<file path="config.mk">
export PLATFORM = sky130hd
export DESIGN_NAME = ndef_message_parser_unit
export DESIGN_NICKNAME = d
export VERILOG_FILES = /design/src/rtl/ndefp_pkg.sv /design/src/rtl/ndefp_cfg.sv /design/src/rtl/ndefp_step.sv /design/src/rtl/ndef_message_parser_unit.sv
export SDC_FILE = /design/constraint.sdc
export NUM_CORES = 1
export LEC_CHECK = 0
export BUFFER_PORTS_ARGS = -buffer_cell sky130_fd_sc_hd__buf_2
export CAP_MARGIN = 30
export CELL_PAD_IN_SITES_DETAIL_PLACEMENT = 0
export CELL_PAD_IN_SITES_GLOBAL_PLACEMENT = 1
export CORE_UTILIZATION = 51
export CTS_BUF_LIST = sky130_fd_sc_hd__clkbuf_8 sky130_fd_sc_hd__clkbuf_16
export CTS_CLUSTER_DIAMETER = 120
export DETAILED_ROUTE_END_ITERATION = 8
export GPL_ROUTABILITY_DRIVEN = 1
export PLACE_DENSITY_LB_ADDON = 0.1
export REMOVE_ABC_BUFFERS = 1
export SLEW_MARGIN = 40
export SYNTH_ARGS = -nofsm -noshare
export SYNTH_HDL_FRONTEND = slang
export SYNTH_HIERARCHICAL = 1
export SYNTH_SLANG_ARGS = --single-unit
</file>
<file path="constraint.sdc">
create_clock -name clk -period 9.36 [get_ports clk]
set_clock_uncertainty 0.05 [all_clocks]
set_input_delay 0.468 -clock clk [delete_from_list [all_inputs] [get_ports clk]]
set_output_delay 0.468 -clock clk [all_outputs]
set_load 0.01 [all_outputs]
</file>
<file path="src/rtl/ndefp_pkg.sv">
// ----------------------------------------------------------------------------
// NDEF message parser package
// Shared types and constants: parse state, per-byte result, register set,
// header flag positions, byte kinds, error codes and phase codes.
// ----------------------------------------------------------------------------
package ndefp_pkg;

    // Parse phase codes.
    localparam logic [2:0] PH_HEAD = 3'd0;
    localparam logic [2:0] PH_TLEN = 3'd1;
    localparam logic [2:0] PH_PLEN = 3'd2;
    localparam logic [2:0] PH_ILEN = 3'd3;
    localparam logic [2:0] PH_TYPE = 3'd4;
    localparam logic [2:0] PH_ID   = 3'd5;
    localparam logic [2:0] PH_PAY  = 3'd6;

    // Bit positions of the header flags.
    localparam int unsigned FLAG_MB = 7;
    localparam int unsigned FLAG_ME = 6;
    localparam int unsigned FLAG_CF = 5;
    localparam int unsigned FLAG_SR = 4;
    localparam int unsigned FLAG_IL = 3;

    // Type name format codes.
    localparam logic [2:0] TNF_VOID      = 3'd0;
    localparam logic [2:0] TNF_WKT       = 3'd1;
    localparam logic [2:0] TNF_MEDIA     = 3'd2;
    localparam logic [2:0] TNF_URI       = 3'd3;
    localparam logic [2:0] TNF_EXTERNAL  = 3'd4;
    localparam logic [2:0] TNF_OPAQUE    = 3'd5;
    localparam logic [2:0] TNF_CONT      = 3'd6;
    localparam logic [2:0] TNF_SPARE     = 3'd7;

    // Byte kinds.
    localparam logic [2:0] KIND_HEADER  = 3'd0;
    localparam logic [2:0] KIND_TLEN    = 3'd1;
    localparam logic [2:0] KIND_PLEN    = 3'd2;
    localparam logic [2:0] KIND_ILEN    = 3'd3;
    localparam logic [2:0] KIND_TYPE    = 3'd4;
    localparam logic [2:0] KIND_ID      = 3'd5;
    localparam logic [2:0] KIND_PAYLOAD = 3'd6;
    localparam logic [2:0] KIND_IGNORED = 3'd7;

    // Error codes.
    localparam logic [2:0] ERR_NONE      = 3'd0;
    localparam logic [2:0] ERR_FLAGS     = 3'd1;
    localparam logic [2:0] ERR_LENGTH    = 3'd2;
    localparam logic [2:0] ERR_OVER      = 3'd3;
    localparam logic [2:0] ERR_TRUNCATED = 3'd4;
    localparam logic [2:0] ERR_MISSING   = 3'd5;

    // Register indexes on the configuration port.
    localparam logic REG_MAX_PAYLOAD = 1'b0;
    localparam logic REG_SINGLE      = 1'b1;

    localparam logic [31:0] MAX_PAYLOAD_RESET = 32'd1048576;
    localparam logic [7:0]  BYTE_MASK         = 8'hFF;

    typedef struct packed {
        logic [2:0]  phase;
        logic [7:0]  header_flags;
        logic [7:0]  type_count;
        logic [7:0]  id_count;
        logic [31:0] payload_count;
        logic [1:0]  length_byte_index;
        logic [31:0] merged_length;
        logic        chunk_open;
        logic [2:0]  chunk_format;
        logic        record_seen;
        logic        halted;
        logic        kept_type;
        logic        kept_id;
    } parse_state_t;

    localparam parse_state_t STATE_RESET = '{
        phase: PH_HEAD, header_flags: 8'd0, type_count: 8'd0, id_count: 8'd0,
        payload_count: 32'd0, length_byte_index: 2'd0, merged_length: 32'd0,
        chunk_open: 1'b0, chunk_format: 3'd0, record_seen: 1'b0,
        halted: 1'b0, kept_type: 1'b0, kept_id: 1'b0
    };

    typedef struct packed {
        logic [7:0] out_byte;
        logic [2:0] byte_kind;
        logic [2:0] record_tnf;
        logic       record_start;
        logic       record_end;
        logic       tnf_ok;
        logic       message_done;
        logic [2:0] error_code;
    } byte_result_t;

    typedef struct packed {
        logic [31:0] max_payload;
        logic        single_record_mode;
    } parser_cfg_t;

endpackage

</file>
<file path="src/rtl/ndefp_cfg.sv">
// ----------------------------------------------------------------------------
// NDEF parser configuration registers
// APB-style register file holding the payload limit and the single-record
// mode bit. Writes complete in the access phase; pready is always high.
// ----------------------------------------------------------------------------
module ndefp_cfg
    import ndefp_pkg::*;
(
    input  logic        clk,
    input  logic        rst_n,
    input  logic        psel,
    input  logic        penable,
    input  logic        pwrite,
    input  logic [2:0]  paddr,
    input  logic [31:0] pwdata,
    output logic [31:0] prdata,
    output logic        pready,
    output parser_cfg_t cfg
);

    logic [31:0] max_payload_reg;
    logic        single_reg;
    logic        wr_en;
    logic        reg_sel;

    assign pready  = 1'b1;
    assign wr_en   = psel & penable & pwrite & pready;
    assign reg_sel = paddr[2];

    // Register writes.
    always_ff @(posedge clk or negedge rst_n)
    begin
        if (!rst_n)
        begin
            max_payload_reg <= MAX_PAYLOAD_RESET;
            single_reg      <= 1'b0;
        end
        else if (wr_en)
        begin
            unique case (reg_sel)
                REG_MAX_PAYLOAD: max_payload_reg <= pwdata;
                REG_SINGLE:      single_reg      <= pwdata[0];
                default:         max_payload_reg <= max_payload_reg;
            endcase
        end
    end

    // Read-back multiplexer.
    always_comb
    begin
        unique case (reg_sel)
            REG_MAX_PAYLOAD: prdata = max_payload_reg;
            REG_SINGLE:      prdata = {31'd0, single_reg};
            default:         prdata = 32'd0;
        endcase
    end

    assign cfg.max_payload        = max_payload_reg;
    assign cfg.single_record_mode = single_reg;

endmodule

</file>
<file path="src/rtl/ndefp_step.sv">
// ----------------------------------------------------------------------------
// NDEF parser byte step
// Combinational next-state and result logic for one message byte: header
// rule checks, length capture, chunk merging, record completion and the
// end-of-buffer checks.
// ----------------------------------------------------------------------------
module ndefp_step
    import ndefp_pkg::*;
#(
    parameter int LONG_LENGTH_BITS = 32
)
(
    input  parse_state_t cur,
    input  parser_cfg_t  cfg,
    input  logic [7:0]   in_byte,
    input  logic         in_last,
    output parse_state_t nxt,
    output byte_result_t res
);

    localparam int LEN_BYTES = (LONG_LENGTH_BITS + 7) / 8;
    localparam logic [32:0] LEN_MASK_W = (33'd1 << LONG_LENGTH_BITS) - 33'd1;
    localparam logic [31:0] LEN_MASK = LEN_MASK_W[31:0];

    logic        hdr_bad;
    logic        mb;
    logic        me;
    logic        cf;
    logic        il;
    logic [2:0]  hdr_tnf;
    logic [2:0]  cur_tnf;
    logic [2:0]  seg_tnf;
    logic        fin;
    logic        adv;
    logic        comp;
    logic [32:0] sum;
    logic [2:0]  err;

    // TNF against the presence of type, ID and payload.
    function automatic logic tnf_acceptable(input logic [2:0] tnf, input logic has_type,
                                            input logic has_id, input logic empty_pay);
        logic ok;
        begin
            unique case (tnf)
                TNF_VOID:       ok = !has_type && !has_id && empty_pay;
                TNF_WKT,
                TNF_MEDIA,
                TNF_URI,
                TNF_EXTERNAL:   ok = 1'b1;
                TNF_OPAQUE,
                TNF_SPARE:      ok = !has_type;
                TNF_CONT:       ok = 1'b0;
                default:        ok = 1'b0;
            endcase
            return ok;
        end
    endfunction

    // Header rule checks.
    assign mb      = in_byte[FLAG_MB];
    assign me      = in_byte[FLAG_ME];
    assign cf      = in_byte[FLAG_CF];
    assign il      = in_byte[FLAG_IL];
    assign hdr_tnf = in_byte[2:0];
    assign hdr_bad = (!cfg.single_record_mode && !mb && !cur.record_seen && !cur.chunk_open)
                   || (!cfg.single_record_mode && mb && (cur.record_seen || cur.chunk_open))
                   || (cur.chunk_open && il) || (cf && me)
                   || (cur.chunk_open && hdr_tnf != TNF_CONT)
                   || (!cur.chunk_open && hdr_tnf == TNF_CONT);

    assign cur_tnf = cur.chunk_open ? cur.chunk_format : cur.header_flags[2:0];

    // Per-byte state update.
    always_comb
    begin
        nxt          = cur;
        res          = '0;
        res.out_byte = in_byte & BYTE_MASK;
        res.byte_kind = KIND_IGNORED;
        err          = ERR_NONE;
        fin          = 1'b0;
        adv          = 1'b0;
        comp         = 1'b0;
        sum          = 33'd0;
        seg_tnf      = 3'd0;

        if (!cur.halted)
        begin
            unique case (cur.phase)
                PH_HEAD:
                begin
                    res.byte_kind  = KIND_HEADER;
                    res.record_tnf = cur.chunk_open ? cur.chunk_format : hdr_tnf;
                    if (hdr_bad)
                    begin
                        err = ERR_FLAGS;
                    end
                    else
                    begin
                        nxt.header_flags = in_byte;
                        if (!cur.chunk_open)
                        begin
                            nxt.merged_length = 32'd0;
                            nxt.kept_type     = 1'b0;
                            nxt.kept_id       = 1'b0;
                            nxt.type_count    = 8'd0;
                            nxt.id_count      = 8'd0;
                            res.record_start  = 1'b1;
                        end
                        nxt.payload_count     = 32'd0;
                        nxt.length_byte_index = 2'd0;
                        nxt.phase             = PH_TLEN;
                    end
                end
                PH_TLEN:
                begin
                    res.byte_kind  = KIND_TLEN;
                    res.record_tnf = cur_tnf;
                    if (cur.chunk_open)
                    begin
                        if (in_byte != 8'd0)
                        begin
                            err = ERR_LENGTH;
                        end
                    end
                    else if (cur.header_flags[FLAG_CF] && in_byte == 8'd0
                             && cur.header_flags[2:0] != TNF_OPAQUE)
                    begin
                        err = ERR_LENGTH;
                    end
                    else
                    begin
                        nxt.type_count = in_byte;
                        nxt.kept_type  = in_byte != 8'd0;
                    end
                    nxt.phase = PH_PLEN;
                end
                PH_PLEN:
                begin
                    res.byte_kind  = KIND_PLEN;
                    res.record_tnf = cur_tnf;
                    if (cur.header_flags[FLAG_SR])
                    begin
                        nxt.payload_count = {24'd0, in_byte};
                        fin = 1'b1;
                    end
                    else
                    begin
                        nxt.payload_count = {cur.payload_count[23:0], in_byte} & LEN_MASK;
                        fin = ({1'b0, cur.length_byte_index} + 3'd1) >= 3'(LEN_BYTES);
                        nxt.length_byte_index = cur.length_byte_index + 2'd1;
                    end
                    if (fin)
                    begin
                        sum = {1'b0, cur.merged_length} + {1'b0, nxt.payload_count};
                        if (nxt.payload_count > cfg.max_payload)
                        begin
                            err = ERR_LENGTH;
                        end
                        else if ((cur.chunk_open || cur.header_flags[FLAG_CF])
                                 && sum > {1'b0, cfg.max_payload})
                        begin
                            err = ERR_OVER;
                        end
                        else
                        begin
                            nxt.merged_length = sum[31:0];
                            if (cur.header_flags[FLAG_IL])
                            begin
                                nxt.phase = PH_ILEN;
                            end
                            else
                            begin
                                adv = 1'b1;
                            end
                        end
                    end
                end
                PH_ILEN:
                begin
                    res.byte_kind  = KIND_ILEN;
                    res.record_tnf = cur_tnf;
                    nxt.id_count   = in_byte;
                    nxt.kept_id    = in_byte != 8'd0;
                    adv = 1'b1;
                end
                PH_TYPE:
                begin
                    res.byte_kind  = KIND_TYPE;
                    res.record_tnf = cur_tnf;
                    nxt.type_count = cur.type_count - 8'd1;
                    adv = nxt.type_count == 8'd0;
                end
                PH_ID:
                begin
                    res.byte_kind  = KIND_ID;
                    res.record_tnf = cur_tnf;
                    nxt.id_count   = cur.id_count - 8'd1;
                    adv = nxt.id_count == 8'd0;
                end
                default:
                begin
                    res.byte_kind  = KIND_PAYLOAD;
                    res.record_tnf = cur_tnf;
                    if (cur.payload_count != 32'd0)
                    begin
                        nxt.payload_count = cur.payload_count - 32'd1;
                    end
                    comp = nxt.payload_count == 32'd0;
                end
            endcase

            // Move on to the next declared field of the record.
            if (adv)
            begin
                priority if (nxt.type_count != 8'd0)
                begin
                    nxt.phase = PH_TYPE;
                end
                else if (nxt.id_count != 8'd0)
                begin
                    nxt.phase = PH_ID;
                end
                else if (nxt.payload_count != 32'd0)
                begin
                    nxt.phase = PH_PAY;
                end
                else
                begin
                    comp = 1'b1;
                end
            end

            // Close a chunk or a whole logical record.
            if (comp)
            begin
                nxt.phase = PH_HEAD;
                if (nxt.header_flags[FLAG_CF])
                begin
                    if (!nxt.chunk_open)
                    begin
                        nxt.chunk_format = nxt.header_flags[2:0];
                    end
                    nxt.chunk_open = 1'b1;
                end
                else
                begin
                    seg_tnf = nxt.chunk_open ? nxt.chunk_format : nxt.header_flags[2:0];
                    res.record_end = 1'b1;
                    res.tnf_ok = tnf_acceptable(seg_tnf, nxt.kept_type, nxt.kept_id,
                                                nxt.merged_length == 32'd0);
                    nxt.record_seen   = 1'b1;
                    nxt.chunk_open    = 1'b0;
                    nxt.merged_length = 32'd0;
                    if (nxt.header_flags[FLAG_ME] || cfg.single_record_mode)
                    begin
                        res.message_done = 1'b1;
                        nxt.halted       = 1'b1;
                    end
                end
            end

            // Errors halt the parser; the buffer end checks for a cut-off message.
            if (err != ERR_NONE)
            begin
                nxt.halted       = 1'b1;
                res.record_end   = 1'b0;
                res.tnf_ok       = 1'b0;
                res.message_done = 1'b0;
            end
            else if (in_last && !nxt.halted)
            begin
                err = (nxt.type_count != 8'd0 || nxt.id_count != 8'd0) ? ERR_MISSING
                                                                         : ERR_TRUNCATED;
            end
            res.error_code = err;
        end

        if (in_last)
        begin
            nxt = STATE_RESET;
        end
    end

endmodule

</file>
<file path="src/rtl/ndef_message_parser_unit.sv">
// ----------------------------------------------------------------------------
// NDEF message parser unit
// Tags each byte of an NDEF message stream and checks the record rules.
// ----------------------------------------------------------------------------
// Usage:
// Bytes of the message enter on the s_ stream, one item per byte, with
// s_tlast on the final byte of the buffer. Each byte gives exactly one result
// item on the m_ stream: the byte itself, its kind, the record TNF and the
// record, message and error flags; m_tlast marks the byte that completes a
// logical record.
// Throughput is one byte per cycle while the receiver takes results. A byte
// is first captured in the input register, the parse step runs on it and its
// result is loaded into the output register together with the new parse state.
// When the receiver stalls, the result is held, the input register fills and
// s_tready falls; no item is lost or repeated.
// Reset clears the parse state and the handshake registers and loads the
// configuration registers with their defaults. The APB port sets the
// payload limit (address 0) and single-record mode (address 4); write it
// only while no byte is in flight.
// ----------------------------------------------------------------------------
module ndef_message_parser_unit
    import ndefp_pkg::*;
#(
    parameter int LONG_LENGTH_BITS = 32
)
(
    input  logic        clk,
    input  logic        rst_n,
    // Input stream
    input  logic        s_tvalid,
    output logic        s_tready,
    input  logic [7:0]  s_tdata,   // [7:0] in_byte
    input  logic        s_tlast,   // in_last
    // Output stream
    output logic        m_tvalid,
    input  logic        m_tready,
    output logic [23:0] m_tdata,   // [7:0] out_byte, [10:8] record_tnf, [11] record_start,
                                   // [12] tnf_ok, [13] message_done, [16:14] error_code
    output logic [2:0]  m_tuser,   // [2:0] byte_kind
    output logic        m_tlast,   // record_end
    // Configuration port
    input  logic        psel,
    input  logic        penable,
    input  logic        pwrite,
    input  logic [2:0]  paddr,
    input  logic [31:0] pwdata,
    output logic [31:0] prdata,
    output logic        pready
);

    parser_cfg_t  cfg;
    parse_state_t state_reg;
    parse_state_t state_next;
    byte_result_t step_res;
    byte_result_t res_reg;
    logic         in_valid_reg;
    logic [7:0]   in_byte_reg;
    logic         in_last_reg;
    logic         out_valid_reg;
    logic         fire;

    ndefp_cfg u_cfg (
        .clk     (clk),
        .rst_n   (rst_n),
        .psel    (psel),
        .penable (penable),
        .pwrite  (pwrite),
        .paddr   (paddr),
        .pwdata  (pwdata),
        .prdata  (prdata),
        .pready  (pready),
        .cfg     (cfg)
    );

    ndefp_step #(
        .LONG_LENGTH_BITS (LONG_LENGTH_BITS)
    ) u_step (
        .cur     (state_reg),
        .cfg     (cfg),
        .in_byte (in_byte_reg),
        .in_last (in_last_reg),
        .nxt     (state_next),
        .res     (step_res)
    );

    // The step fires when a byte is waiting and the result slot is free.
    assign fire     = in_valid_reg && (!out_valid_reg || m_tready);
    assign s_tready = !in_valid_reg || fire;

    // Input register.
    always_ff @(posedge clk or negedge rst_n)
    begin
        if (!rst_n)
        begin
            in_valid_reg <= 1'b0;
        end
        else if (s_tready)
        begin
            in_valid_reg <= s_tvalid;
        end
    end

    always_ff @(posedge clk)
    begin
        if (s_tready && s_tvalid)
        begin
            in_byte_reg <= s_tdata;
            in_last_reg <= s_tlast;
        end
    end

    // Parse state.
    always_ff @(posedge clk or negedge rst_n)
    begin
        if (!rst_n)
        begin
            state_reg <= STATE_RESET;
        end
        else if (fire)
        begin
            state_reg <= state_next;
        end
    end

    // Result register.
    always_ff @(posedge clk or negedge rst_n)
    begin
        if (!rst_n)
        begin
            out_valid_reg <= 1'b0;
        end
        else if (fire)
        begin
            out_valid_reg <= 1'b1;
        end
        else if (m_tready)
        begin
            out_valid_reg <= 1'b0;
        end
    end

    always_ff @(posedge clk)
    begin
        if (fire)
        begin
            res_reg <= step_res;
        end
    end

    assign m_tvalid = out_valid_reg;
    assign m_tdata  = {7'd0, res_reg.error_code, res_reg.message_done, res_reg.tnf_ok,
                       res_reg.record_start, res_reg.record_tnf, res_reg.out_byte};
    assign m_tuser  = res_reg.byte_kind;
    assign m_tlast  = res_reg.record_end;

endmodule
</file>
* Word level (Yosys, flattened, before mapping)
Index checks and enable logic that the tools add are counted. Widths: inputs -> output; s select.
Storage, ports and cells: memory bits (read-only) 0, output and inout port bits 63, register bits 165, bits in writable memories 0, input port bits 51, latch bits 0, word-level logic and storage cells 222, memories kept 0
Operators by class: divide/modulo/power cells 0, add/subtract/negate cells 6, mux-type cells 90, shift operators 0, eq/ne operators 20, multiply operators 0, reduce and logical (&&, ||, !) cells 70, bitwise operators 5, order comparisons 3
Operator list (count):
- $mux 32 | 12
- $mux 101 | 2
- $pmux 32 s3 | 1
- $mux 93 | 1
- $mux 38 | 2
- $pmux 34 s2 | 1
- $logic_not 32->1 | 2
- $pmux 32 s2 | 1
- $reduce_bool 32->1 | 2
- $mux 3 | 19
- $mux 8 | 6
- $pmux 8 s3 | 2
- $pmux 6 s6 | 1
- $mux 34 | 1
- $add 32x32->33 | 1
- $gt 33x32->1 | 1
- $gt 32x32->1 | 1
- $sub 32x1->32 const B | 1
- $mux 1 | 26
- $logic_not 8->1 | 3
- $reduce_bool 8->1 | 3
- $eq 3x3->1 const B | 7
- $pmux 3 s3 | 2
- $logic_and 1x1->1 | 17
- 28 further kinds | 79

* Depth between registers and ports, before layout
depth after elaboration 24, gate-level depth with buffers 30, depth with buffers taken out 24

* Cells and area by module
Netlist, hierarchy kept.
Modules (own cells, without submodules):
- ndefp_step | cells each 1477, seq. area each 0.0 um^2, instances 1, area an instance 9041.2 um^2
- ndef_message_parser_unit | cells each 260, seq. area each 3478.3 um^2, instances 1, area an instance 5208.7 um^2
- ndefp_cfg | cells each 109, seq. area each 827.0 um^2, instances 1, area an instance 1610.3 um^2

* Least setup slack after synthesis
No wires, ideal clock.
kind flip-flop to flip-flop, from reg state_reg[94] (netlist name), to reg state_reg[16] (netlist name), period minus slack after synthesis 6360 ps, setup slack 3000 ps, path buffers 7, cell stages (with the launch flop) 30, data arrival time 6185 ps, library setup time 125 ps, data required time 9185 ps, path through dfrtp_1 clkbuf_1 clkbuf_1 buf_1 clkbuf_1 clkbuf_1 nor2b_1 ha_1 clkbuf_1 a31o_2 a21o_1 a21oi_1 nand3_1 o21ai_0 o21ai_0 xnor2_1 ha_1 a22o_1 nor4_1 o211ai_1 o21bai_1 a21oi_1 o22a_1 nand2_1 o21ai_0 nand3_1 clkbuf_1 a22oi_1 nor2_1 mux2_4
RTL lines:
- start: declaration | line ndef_message_parser_unit.sv:52 | parse_state_t state_reg;
- start signal: assignment | line ndef_message_parser_unit.sv:121 | state_reg <= state_next;

==> impl_summary.md <==
Detailed routing
The remaining number of nets flagged by the antenna check after routing is 0. Dividing the detail-routed via count by the number of cells gives 6.50. The first TritonRoute pass finished after 6 iterations. The via count is 14700. The total detailed-routing wirelength is 50200 um. The routed wire length on met2 is 22400 um.

The sum of met3 wire segment lengths after detailed routing is 3130 um. The highest layer touched by signal routing is met4. In the routed design, unresolved DRC markers number 0. The first routing iteration left 1565 violations. The detailed router put a total of 23200 um of wire on met1. After detailed routing, the average wire length per cell comes to 22.2 um.

CTS
CTS built an H-tree with a depth of 4. The number of CTS-inserted buffers is 17. Clock-pin slew was measured on the worst setup and hold paths at 0.08 ns.

TritonCTS built the clock tree. The clock root buffer is sky130_fd_sc_hd__clkbuf_16. The sink count of the clock tree is 165.

The number of setup buffers added after CTS is 0. The clock latency reported for the late side of the worst-skew pair is 0.46 ns. The maximum clock insertion buffer count is 2. For this design, the CTS-stage hold fixing added 0 buffers. The number of gates resized after CTS was 0.

Setup path
STA classifies the critical path endpoint as a register. The worst setup path category is register to register. The launching element type of the critical path is a register. Data on the critical path arrives at its endpoint at 7.58 ns.

The maximum fanout count along the critical path is 32. The worst path required time is 9.65 ns.

Power and ir drop
For this design the static power due to leakage is 7.72 nW. The worst IR drop on VDD is 146 uV. The power per cell area is 210 nW/um2.

Floorplan
Measured along the x axis, the die boundary spans 178 um. The area of the die is 31700 um2. The total I/O pin count is 114. Once the floorplan was initialized, standard cells occupied 51.8% of the core. The core region is 30500 um2.

After floorplanning, the core was divided into 64 placement rows. The y dimension of the die is 178 um.

Run
The number of max-cap violations is 0.

Cells and area
The fill cell total of the finished layout is 2817. The relative area change from synthesis to final layout is 7.09%. Cells with a size suffix above 1 make up 18.2% of the layout. The register with the most flip-flops in the layout has 100 of them. The filler-free cell count of the finished design is 2261. The sequential cells in the finished layout cover a total of 4280 um2. Summing all multi-input logic gate instances after layout gives 10500 um2. After the last flow step, the layout net total stands at 1995. For this run, the share of the core covered by cells in the final layout is 55.5%.

The count of inserted antenna diode cells is 0.

Placement
The final weighted congestion in routability-driven placement is 0.954. The number of buffers inserted by port buffering is 103. The detailed placement HPWL is 35900 um. The total placed cells including tap cells is 2229.

Timing
Measured against its own limit, the worst slew margin works out to 39.9%. The peak clock frequency supported by timing is 137 MHz. Dividing the final minimum period by the clock period gives 77.9%. The slew at the pin with the worst max-slew slack is 0.898 ns. For the final routed database, the setup TNS stands at 0 ns. The worst path in the final design needs a cycle of 7.29 ns, including I/O delays and setup. Setup repair after global routing left no endpoint under its margin.

The hold violation count in the final report is 0. The final setup violation count is 0. The final number of max-transition violations is 0.

Global route
The global route total overflow is 0. The number of antenna violations at the first check in global routing is 0. The first global-routing pass estimated 77400 um of wire.

Global routing consumed, over all layers together, 31.6% of the routing resources. The largest net degree at the start of global routing is 85. The via count of the first global-routing pass was 13600.

Synthesis
The post-synthesis average cell area is 8.59 um2. The number of warnings issued by yosys is 6. After technology mapping, the gate count stands at 1841. The netlist area before placement is 15800 um2.

Hold path
The class of the tightest hold or removal check is input port to async pin.

Outcome
The run finished with clean final reports.
## placed cells by master (no fill, tap or decap), types with 21 or more instances in the layout
cell type                  instances
sky130_fd_sc_hd__nor2_1          193
sky130_fd_sc_hd__dfrtp_1         132
sky130_fd_sc_hd__a21oi_1         132
sky130_fd_sc_hd__nand2_1         130
sky130_fd_sc_hd__mux2_4          109
sky130_fd_sc_hd__buf_2           102
sky130_fd_sc_hd__ha_1             90
sky130_fd_sc_hd__o21ai_0          89
sky130_fd_sc_hd__inv_1            84
sky130_fd_sc_hd__nor2b_1          57
sky130_fd_sc_hd__a22oi_1          49
sky130_fd_sc_hd__nor4_1           39
sky130_fd_sc_hd__xnor2_1          36
sky130_fd_sc_hd__nor3_1           36
sky130_fd_sc_hd__nand3_1          35
sky130_fd_sc_hd__nand4_1          31
sky130_fd_sc_hd__edfxtp_1         30
sky130_fd_sc_hd__mux2_2           29
sky130_fd_sc_hd__a31oi_1          27
sky130_fd_sc_hd__nand2b_1         25
sky130_fd_sc_hd__o211ai_1         23
sky130_fd_sc_hd__buf_4            22
sky130_fd_sc_hd__a21o_1           21
## power by group
group	leakage [nW]	switching, W	internal, W	total [W]
sequential	2.09	0.000173	0.000827	0.00100
combinational	5.34	0.00114	0.000674	0.00182
clock	0.288	0.000339	0.000400	0.000740
total	7.72	0.00165	0.00190	0.00356
## critical path, stage by stage (launching register included)
cell	delay, ns
sky130_fd_sc_hd__edfxtp_1	0.35
sky130_fd_sc_hd__buf_4	0.23
sky130_fd_sc_hd__ha_1	0.23
sky130_fd_sc_hd__inv_1	0.06
sky130_fd_sc_hd__fa_1	0.41
sky130_fd_sc_hd__nand2b_1	0.18
sky130_fd_sc_hd__a211oi_1	0.61
sky130_fd_sc_hd__o22a_1	0.32
sky130_fd_sc_hd__nand4_1	0.11
sky130_fd_sc_hd__o211ai_1	0.33
sky130_fd_sc_hd__o21ai_1	0.37
sky130_fd_sc_hd__or4_1	0.48
sky130_fd_sc_hd__nand3_1	0.14
sky130_fd_sc_hd__ha_1	0.28
sky130_fd_sc_hd__a22o_1	0.22
sky130_fd_sc_hd__nor4_1	0.25
sky130_fd_sc_hd__o211ai_1	0.14
sky130_fd_sc_hd__o21bai_1	0.22
sky130_fd_sc_hd__a21oi_1	0.17
sky130_fd_sc_hd__o22a_1	0.31
sky130_fd_sc_hd__nand2_1	0.12
sky130_fd_sc_hd__o21ai_0	0.38
sky130_fd_sc_hd__nand3_4	0.48
sky130_fd_sc_hd__a22oi_1	0.33
sky130_fd_sc_hd__nor2_1	0.06
sky130_fd_sc_hd__mux2_4	0.28
## per-layer routing
metal / track usage (%) / vias up
met5: 0 / -
met4: 10.8 / 0
met3: 5.18 / 87
met2: 49.3 / 635
met1: 44.1 / 7154
li1: - / 6810
## worst paths after layout
| path | cells after the start | from | to | slack, ns |
|---|---|---|---|---|
| setup / recovery | 25 | in_byte_reg[0]$_DFFE_PP_ | state_reg[26]$_DFFE_PN0P_ | 2.07 |
| min in group clk | 1 | s_tdata[7] | in_byte_reg[7]$_DFFE_PP_ | 0.13 |
| max in group asynchronous | 2 | rst_n | state_reg[79]$_DFFE_PN0P_ | 8.04 |
| hold reg to reg | 1 | u_cfg/max_payload_reg[27]$_DFFE_PN0P_ | u_cfg/max_payload_reg[27]$_DFFE_PN0P_ | 0.48 |
| hold / removal | 1 | rst_n | u_cfg/max_payload_reg[17]$_DFFE_PN0P_ | 0.002 |
| setup reg to reg | 25 | in_byte_reg[0]$_DFFE_PP_ | state_reg[26]$_DFFE_PN0P_ | 2.07 |
## metrics by stage
step	setup slack, ns	instance area, um2	hold WS [ns]	total power (W)
final	2.07	16900	0.00167	0.00356
after global routing	1.64	16900	0.0459	0.00376
after CTS	2.04	16900	0.0397	0.00353
after detailed placement	2.06	16300	0.467	0.00277
after global placement	1.83	16200	0.461	0.00275
after floorplan	3.17	15000	0.122	0.00220
## final cells by class
type                    count  area share, %
inverters                  85           1.88
flip-flops and latches    165           25.3
well taps                 396           2.93
multi-input cells        1454           61.9
clock inverters            15           1.01
clock buffers              17           2.51
repair buffers            129           4.50
Power figures use the tool's default switching activity.
